[config.mk]
export PLATFORM = sky130hd
export DESIGN_NAME = sfe_mac
export DESIGN_NICKNAME = d
export VERILOG_FILES = /design/src/sfe_pkg.sv /design/src/sfe_mac.sv
export SDC_FILE = /design/constraint.sdc
export NUM_CORES = 2
export LEC_CHECK = 0
export BUFFER_PORTS_ARGS = -buffer_cell sky130_fd_sc_hd__buf_4
export CAP_MARGIN = 20
export CORE_UTILIZATION = 40
export CTS_BUF_LIST = sky130_fd_sc_hd__clkbuf_4 sky130_fd_sc_hd__clkbuf_8
export CTS_CLUSTER_DIAMETER = 50
export CTS_CLUSTER_SIZE = 25
export DETAILED_ROUTE_END_ITERATION = 8
export PLACE_DENSITY = 0.66
export SETUP_SLACK_MARGIN = 0.3
export SLEW_MARGIN = 0
export SYNTH_ARGS = -nofsm -noshare
export SYNTH_HDL_FRONTEND = slang
export SYNTH_SLANG_ARGS = --single-unit
[constraint.sdc]
create_clock -name clk_i -period 7.2 [get_ports clk_i]
set_input_delay 0.72 -clock clk_i [delete_from_list [all_inputs] [get_ports clk_i]]
set_output_delay 0.72 -clock clk_i [all_outputs]
set_load 0.05 [all_outputs]
[src/sfe_pkg.sv]
`default_nettype none

package sfe_pkg;

  localparam int SAMPLE_W   = 16;
  localparam int GAIN_W     = 16;
  localparam int TAP_W      = 18;
  localparam int HIST_W     = 32;
  localparam int PROD_W     = TAP_W + HIST_W;
  localparam int PRE_W      = 2 * SAMPLE_W + 1;
  localparam int PRE_SHIFT  = 15;
  localparam int ACC_SHIFT  = 31;
  localparam int POST_SHIFT = 8;
  localparam int Y_W        = PROD_W - POST_SHIFT;
  localparam int COEF_IDX_W = 7;

  localparam int CFG_IDX_W  = 2;
  localparam int CFG_DATA_W = 16;

  localparam logic [CFG_IDX_W-1:0] REG_FILTER_MODE = 2'd0;
  localparam logic [CFG_IDX_W-1:0] REG_PRE_GAIN    = 2'd1;
  localparam logic [CFG_IDX_W-1:0] REG_POST_GAIN   = 2'd2;

  localparam logic ACT_SAMPLE = 1'b0;
  localparam logic ACT_COEF   = 1'b1;

  localparam logic MODE_BYPASS = 1'b0;
  localparam logic MODE_FILTER = 1'b1;

  localparam logic [GAIN_W-1:0] PRE_GAIN_RST  = 16'd32768;
  localparam logic [GAIN_W-1:0] POST_GAIN_RST = 16'd256;

  typedef enum logic [2:0] {
    OP_NONE,
    OP_PRE_L,
    OP_PRE_R,
    OP_TAP_L,
    OP_TAP_R,
    OP_QUANT,
    OP_POST_L,
    OP_POST_R
  } mac_op_e;

  typedef struct packed {
    mac_op_e op;
    logic    acc_clr;
  } mac_ctl_t;

  typedef struct packed {
    logic signed [SAMPLE_W-1:0] left;
    logic signed [SAMPLE_W-1:0] right;
    logic                       clipped;
  } mac_res_t;

endpackage

`default_nettype wire

[src/sfe_mac.sv]
`default_nettype none

module sfe_mac #(
  parameter int TAP_COUNT = 128
) (
  input  wire logic                                 clk_i,
  input  wire logic                                 rst_ni,
  input  wire sfe_pkg::mac_ctl_t                    ctl_i,
  input  wire logic                                 filter_mode_i,
  input  wire logic [sfe_pkg::GAIN_W-1:0]           pre_gain_i,
  input  wire logic [sfe_pkg::GAIN_W-1:0]           post_gain_i,
  input  wire logic signed [sfe_pkg::SAMPLE_W-1:0]  left_i,
  input  wire logic signed [sfe_pkg::SAMPLE_W-1:0]  right_i,
  input  wire logic signed [sfe_pkg::TAP_W-1:0]     tap_i,
  input  wire logic [2*sfe_pkg::HIST_W-1:0]         hist_i,
  output logic [2*sfe_pkg::HIST_W-1:0]              hist_o,
  output sfe_pkg::mac_res_t                         res_o
);
  import sfe_pkg::*;

  localparam int ACC_W = PROD_W + $clog2(TAP_COUNT);
  localparam int QW    = ACC_W - ACC_SHIFT;

  localparam logic signed [Y_W-1:0] Y_SAT_HI = 42'sd32767;
  localparam logic signed [Y_W-1:0] Y_SAT_LO = -42'sd32768;

  localparam logic [ACC_W-1:0]  ACC_BIAS  = {{(ACC_W-ACC_SHIFT){1'b0}}, {ACC_SHIFT{1'b1}}};
  localparam logic [PROD_W-1:0] POST_BIAS = {{(PROD_W-POST_SHIFT){1'b0}}, {POST_SHIFT{1'b1}}};
  localparam logic [PRE_W-1:0]  PRE_BIAS  = {{(PRE_W-PRE_SHIFT){1'b0}}, {PRE_SHIFT{1'b1}}};

  // returns {clip, saturated value}
  function automatic logic [SAMPLE_W:0] sat16(input logic signed [Y_W-1:0] v);
    logic [SAMPLE_W:0] r;
    if (v > Y_SAT_HI) begin
      r = {1'b1, Y_SAT_HI[SAMPLE_W-1:0]};
    end else if (v < Y_SAT_LO) begin
      r = {1'b1, Y_SAT_LO[SAMPLE_W-1:0]};
    end else begin
      r = {1'b0, v[SAMPLE_W-1:0]};
    end
    return r;
  endfunction

  logic signed [TAP_W-1:0]  mul_a;
  logic signed [HIST_W-1:0] mul_b;
  logic signed [PROD_W-1:0] prod_d, prod_q;
  mac_op_e                  op_q;

  logic signed [PRE_W-1:0]  pl_q, pr_q;
  logic signed [ACC_W-1:0]  acc_l_q, acc_r_q;
  logic signed [QW-1:0]     ql_q, qr_q;
  logic signed [Y_W-1:0]    yl_q, yr_q;

  logic [ACC_W-1:0]         ql_sum, qr_sum;
  logic [PROD_W-1:0]        y_sum;
  logic [PRE_W-1:0]         bl_sum, br_sum;
  logic signed [Y_W-1:0]    vl, vr;
  logic [SAMPLE_W:0]        sl, sr;

  always_comb begin
    mul_a = '0;
    mul_b = '0;
    case (ctl_i.op)
      OP_PRE_L: begin
        mul_a = $signed({{(TAP_W-GAIN_W){1'b0}}, pre_gain_i});
        mul_b = HIST_W'(left_i);
      end
      OP_PRE_R: begin
        mul_a = $signed({{(TAP_W-GAIN_W){1'b0}}, pre_gain_i});
        mul_b = HIST_W'(right_i);
      end
      OP_TAP_L: begin
        mul_a = tap_i;
        mul_b = $signed(hist_i[HIST_W-1:0]);
      end
      OP_TAP_R: begin
        mul_a = tap_i;
        mul_b = $signed(hist_i[2*HIST_W-1:HIST_W]);
      end
      OP_POST_L: begin
        mul_a = $signed({{(TAP_W-GAIN_W){1'b0}}, post_gain_i});
        mul_b = HIST_W'(ql_q);
      end
      OP_POST_R: begin
        mul_a = $signed({{(TAP_W-GAIN_W){1'b0}}, post_gain_i});
        mul_b = HIST_W'(qr_q);
      end
      default: ;
    endcase
  end

  assign prod_d = PROD_W'(mul_a) * PROD_W'(mul_b);

  // truncation toward zero: add 2^n-1 to negative values before the shift
  assign ql_sum = acc_l_q + (acc_l_q[ACC_W-1] ? ACC_BIAS : '0);
  assign qr_sum = acc_r_q + (acc_r_q[ACC_W-1] ? ACC_BIAS : '0);
  assign y_sum  = prod_q + (prod_q[PROD_W-1] ? POST_BIAS : '0);
  assign bl_sum = pl_q + (pl_q[PRE_W-1] ? PRE_BIAS : '0);
  assign br_sum = pr_q + (pr_q[PRE_W-1] ? PRE_BIAS : '0);

  always_ff @(posedge clk_i or negedge rst_ni) begin
    if (!rst_ni) begin
      op_q <= OP_NONE;
    end else begin
      op_q <= ctl_i.op;
    end
  end

  always_ff @(posedge clk_i) begin
    prod_q <= prod_d;
    case (op_q)
      OP_PRE_L:  pl_q <= prod_q[PRE_W-1:0];
      OP_PRE_R:  pr_q <= prod_q[PRE_W-1:0];
      OP_POST_L: yl_q <= $signed(y_sum[PROD_W-1:POST_SHIFT]);
      OP_POST_R: yr_q <= $signed(y_sum[PROD_W-1:POST_SHIFT]);
      default: ;
    endcase
    if (ctl_i.acc_clr) begin
      acc_l_q <= '0;
      acc_r_q <= '0;
    end else begin
      if (op_q == OP_TAP_L) begin
        acc_l_q <= acc_l_q + ACC_W'(prod_q);
      end
      if (op_q == OP_TAP_R) begin
        acc_r_q <= acc_r_q + ACC_W'(prod_q);
      end
    end
    if (ctl_i.op == OP_QUANT) begin
      ql_q <= $signed(ql_sum[ACC_W-1:ACC_SHIFT]);
      qr_q <= $signed(qr_sum[ACC_W-1:ACC_SHIFT]);
    end
  end

  assign hist_o = {pr_q[HIST_W-1:0], pl_q[HIST_W-1:0]};

  always_comb begin
    if (filter_mode_i == MODE_FILTER) begin
      vl = yl_q;
      vr = yr_q;
    end else begin
      vl = Y_W'($signed(bl_sum[PRE_W-1:PRE_SHIFT]));
      vr = Y_W'($signed(br_sum[PRE_W-1:PRE_SHIFT]));
    end
    sl = sat16(vl);
    sr = sat16(vr);
    res_o.left    = $signed(sl[SAMPLE_W-1:0]);
    res_o.right   = $signed(sr[SAMPLE_W-1:0]);
    res_o.clipped = sl[SAMPLE_W] | sr[SAMPLE_W];
  end

endmodule

`default_nettype wire

### After elaboration in Yosys (flattened, before gate mapping)

Index checks and enable logic that the tools add are counted.

* output and inout port bits: 97
* input port bits: 153
* word-level logic and storage cells: 52
* register bits after elaboration: 369

* multiply operators: 1
* bitwise operators: 1
* $lt $le $gt $ge: 4
* equality and inequality tests: 13
* reduce and logical (&&, ||, !) cells: 3
* $add $sub $neg: 7
* muxes and demuxes: 13

Operator list (count)
* $pmux W32 S6: 1
* $add A57 B31 Y57: 2
* $add A57 B50 Y57: 2
* $gt A42 B16 Y1 const B: 2
* $lt A42 B16 Y1 const B: 2
* $mux W42: 2
* $mux W17: 4
* $add A33 B15 Y33: 2
* $mux W31: 2
* $pmux W18 S3: 1
* $add A50 B8 Y50: 1
* $mul A18 B32 Y50: 1
* $mux W15: 2
* $eq A3 B3 Y1 const B: 7
* $eq A3 B2 Y1 const B: 4
* $mux W8: 1
* $eq A3 B1 Y1 const B: 2
* $reduce_or A2 Y1: 3
* $or A1 B1 Y1: 1

### Longest topological paths before layout

* depth after elaboration: 7
* gate-level depth with buffers: 34
* gate-level depth less buffers: 31

### Worst setup path after synthesis

Ideal clock, no wire load.

* kind: input to register
* start point: in ctl_i[1] (netlist name)
* end point: reg prod_q[46]
* path slack: -1.152 ns
* path buffers: 5
* stages: 31
* library setup time: 0.123 ns
* data arrival time: 8.229 ns
* data required time: 7.077 ns
* cell sequence: nor2b_1 clkbuf_1 or2_2 clkbuf_1 clkbuf_1 a22oi_1 o21ai_1 clkbuf_1 nand2_1 fa_1 inv_1 fa_1 fa_1 fa_1 fa_1 inv_1 fa_1 inv_1 ha_1 buf_2 a211o_1 a211oi_1 nor2_1 a211oi_1 a31oi_1 o21a_1 a221o_1 a31o_2 a211oi_1 o21bai_1 xor2_1

* longest elaborated chain between the ends: 4
* elaborated cells between the ends (all ways): 12
* those cells by class: 1 x mul; 6 x eq/ne; 2 x mux; 3 x reduce/logical

Ends and longest elaborated chain
* start: declaration: line sfe_mac.sv:8 `input wire sfe_pkg::mac_ctl_t ctl_i,`
* $eq A3 B3 Y1, or another cell as far along: line sfe_mac.sv:63 `case (ctl_i.op)`
* $reduce_or A2 Y1 (no source line)
* $pmux W18 S3: line sfe_mac.sv:63
* $mul A18 B32 Y50 *: line sfe_mac.sv:92 `assign prod_d = PROD_W'(mul_a) * PROD_W'(mul_b);`
* via prod_d[46]: line sfe_mac.sv:46 `logic signed [PROD_W-1:0] prod_d, prod_q;`
* end signal: assignment: line sfe_mac.sv:110 `prod_q <= prod_d;`
* end: declaration: line sfe_mac.sv:46

Mark *: on every way through the listed nets, which the timed path passes. The rest lies on a longest branch.
A chain may end at the register's enable or synchronous reset.

### Final worst setup path

* start point: in ctl_i[1] (netlist name)
* end point: reg prod_q[44]

Same word-level chain as after synthesis.

==> impl_metrics.yaml <==
status:
  run_status: "finished with violations"
  violations: "setup timing"
routing:
  avgRoutedWirePerCell_microns: 21.8
  viasPerCell: 5.47
  drtIter0Drc: 3264
  postRouteWirelength_mm: 156
  num_vias: 39200
  drt_first_pass_iters: 6
  drcViolationCount: 0
  antenna_violating_nets_post_route: 0
sta:
  fin_tns_setup_ps: -423
  fin_ws_ps: -117
  period_needed_ps: 7320
  finalSetupViolations: 5
  final_hold_viol_count: 0
  maxSlewHeadroom: 0.267
  report.final.slew_viol_count: 0
  rsz0062_at_grt: "true"
  fmax_ghz: 0.137
  tightestPinTransition_ps: 1080
  min_period_over_period: 1.02
  timing.clock.skew_ps: 82.6
setup_path:
  worst_ep_arrival_time_ps: 7870
  path_max_fanout: 6
  critical_setup_path_kind: "in -> reg"
  cp_slowest_cell: "sky130_fd_sc_hd__fa_1"
  critical_path.n_buffers_inverters: 10
  slowest_delay_ps: 540
  cp.required_ps: 7750
  setup.worst_path.start_class: "input pin"
  top_cell_family_by_delay_on_the_critical_path: "adder cells"
  setup.worst_path.end_class: "flip-flop"
  critical_path.most_common_cell: "sky130_fd_sc_hd__fa_1"
global_routing:
  grt_pass1_vias: 39100
  number_of_antenna_violations_at_the_first_check_in_global_routing: 9
  grt_util_all_layers: 0.273
  total_congestion_overflow_after_global_routing: 0
  largest_net_degree_at_the_start_of_global_routing: 75
  first_pass_grt_wire_length_mm: 234
yosys:
  syn_nets: 6083
  post_synth.cell_area_avg_sq_um: 8.86
  synth_top_family_by_area: "adder cells"
  cell_area_after_synthesis_sq_mm: 0.0447
  post_synth_xor_area_fraction: 0.0527
  number_of_storage_elements_in_the_synthesis_netlist: 369
  count_of_different_cell_masters_after_synthesis: 101
  synth-compound-area-share: 0.148
  synthSimpleGateAreaFrac: 0.147
  dominant_register_cell_in_the_synthesized_netlist: "sky130_fd_sc_hd__edfxtp_1"
  share_of_synthesized_area_spent_on_multiplexers: 0.0104
  syn_inst: 5047
  synth-adder-area-share: 0.340
  synth_edf_count: 202
  postSynth.asyncResetShare: 0.00813
  synth_warnings: 0
  ys_seq_area_frac: 0.211
cells_and_area:
  fill_cells: 10400
  areaGrowthSynthToFinish_pct: 22.8
  final_nets: 6693
  layout.core_utilization: 0.496
  multi_input_combinational_cell_area_sq_mm: 0.0326
  seq_area_sq_mm: 0.00942
  num_antenna_cells: 0
  final_common_cell: "sky130_fd_sc_hd__buf_4"
  layout.cells.most_common_list: "731 x sky130_fd_sc_hd__buf_4, 715 x sky130_fd_sc_hd__inv_1, 649 x sky130_fd_sc_hd__nand2_1"
  post_route_cells_drive_above_1_share: 0.213
clock_network:
  clk_transition_reported_paths_ps: 140
  cts_tree: "yes"
  htree_levels: 2
  cts-root-buf: "sky130_fd_sc_hd__clkbuf_8"
  clock_sink_count: 369
  cts_buffers: 34
  max-clock-path-buffers: 3
  worst_skew_pair.late_latency_ps: 650
die:
  die_w_microns: 336
  floorplan.io_pins: 250
  placementRows: 122
  dieHeight_microns: 336
  core_area_sq_mm: 0.111
  floorplan.die_area_sq_mm: 0.113
  start_util: 0.404
pwr:
  power.density_cell_area_mw_per_mm2: 516
  static-leakage-power_nw: 25.7
  vdd_drop_max_v: 0.000908
placed_design:
  port-buffer-count: 249
  detailedPlacementHpwl_mm: 126
  gpl.final_weighted_congestion: 0.980
hold_path:
  worstHoldPathType: "in -> async"
flow_run:
  cap_viol_max_count: 0
area by class of cell:
cell class / instances / area share
clock buffer: 38 / 0.00952
clock inverter: 24 / 0.00692
inverter: 740 / 0.0508
multi-input combinational: 3671 / 0.594
sequential: 369 / 0.171
tap: 1488 / 0.0339
timing repair buffer: 841 / 0.134
state kept, by name, summed over array words and instances (netlist names):
signal / count
ql_q: 26
prod_q: 50
yr_q: 42
acc_l_q: 57
pl_q: 33
op_q: 3
acc_r_q: 57
qr_q: 26
yl_q: 42
pr_q: 33
per-stage QoR:
step           area, sq um  total power [mW]  setup slack, ps  std cells  hold slack (ps)
6_report             55000              28.3             -117       7171              414
5_1_grt              55000              30.5             -324       7171              391
4_1_cts              54500              27.4            -48.1       7151              378
3_5_place_dp         51900              24.2            -1240       7009              472
3_3_place_gp         51900              23.9            -1210       7009              458
2_1_floorplan        45400              16.3             -445       5047              424
where the power goes:
part | switching, mW | internal (mW)
clock network | 0.955 | 0.639
registers | 0.882 | 2.88
logic | 12.1 | 10.9
timing repair:
item / in CTS / in global routing
gates cloned: 4 / 2
pin swaps: 134 / 50
hold endpoints to repair: 3 / 0
setup buffers: 75 / 18
hold buffers: 1 / 0
endpoints found under the setup margin: 22 / 22
gates resized for setup: 217 / 58
layer usage:
metal / vias to the layer above / GRT usage / wire length, microns
li1: 17900 / - / -
met2: 1588 / 0.437 / 70900
met1: 19400 / 0.362 / 64400
met5: - / 0 / 10
met3: 340 / 0.0592 / 14000
met4: 2 / 0.101 / 6810
cells in the mapped netlist, types with 23 or more instances:
library cell,number,area share
sky130_fd_sc_hd__a22oi_1,23,0.0039
sky130_fd_sc_hd__a21o_1,145,0.024
sky130_fd_sc_hd__clkbuf_1,174,0.015
sky130_fd_sc_hd__o211ai_1,23,0.0039
sky130_fd_sc_hd__nand2b_1,27,0.0038
sky130_fd_sc_hd__nor3_1,29,0.0032
sky130_fd_sc_hd__dfxtp_1,164,0.073
sky130_fd_sc_hd__edfxtp_1,202,0.14
sky130_fd_sc_hd__xnor2_1,187,0.037
sky130_fd_sc_hd__and3_1,72,0.010
sky130_fd_sc_hd__xor2_1,82,0.016
sky130_fd_sc_hd__ha_1,327,0.091
sky130_fd_sc_hd__and2_1,28,0.0039
sky130_fd_sc_hd__mux2i_1,23,0.0051
sky130_fd_sc_hd__a221oi_1,27,0.0053
sky130_fd_sc_hd__inv_1,736,0.062
sky130_fd_sc_hd__nor2b_1,33,0.0046
sky130_fd_sc_hd__nand3_1,85,0.0095
sky130_fd_sc_hd__nand2_1,655,0.055
sky130_fd_sc_hd__buf_4,65,0.011
sky130_fd_sc_hd__nand4_1,68,0.0095
sky130_fd_sc_hd__o21ai_0,79,0.0088
sky130_fd_sc_hd__a211oi_1,26,0.0044
sky130_fd_sc_hd__fa_1,556,0.25
sky130_fd_sc_hd__nor2_1,409,0.034
sky130_fd_sc_hd__o21ai_1,59,0.0066
sky130_fd_sc_hd__a21oi_1,314,0.035
sky130_fd_sc_hd__o21bai_1,25,0.0042
sky130_fd_sc_hd__o21a_1,60,0.010
sky130_fd_sc_hd__a22o_1,31,0.0061
final timing paths:
path	slack, ps	to	startpoint	cells past startpoint
max in group asynchronous	6670	op_q[1]$_DFF_PN0_	rst_ni	2
setup reg to reg	-70	prod_q[44]$_DFF_P_	qr_q[5]$_DFFE_PN_	25
setup / recovery	-120	prod_q[44]$_DFF_P_	ctl_i[1]	33
hold reg to reg	480	acc_l_q[11]$_SDFFE_PP0N_	acc_l_q[11]$_SDFFE_PP0N_	2
min in group clk_i	480	acc_l_q[11]$_SDFFE_PP0N_	acc_l_q[11]$_SDFFE_PP0N_	2
hold / removal	410	op_q[0]$_DFF_PN0_	rst_ni	2
cells by family after synthesis:
family                   after synthesis
multiplexers                          43
XOR/XNOR                             269
flip-flops                           369
AND/OR/NAND/NOR                     1488
adder cells (fa/ha/maj)              883
buffers and inverters               1009
AO/OA/AOI/OAI                        986
Note: power is estimated with default switching activity, not from simulation.
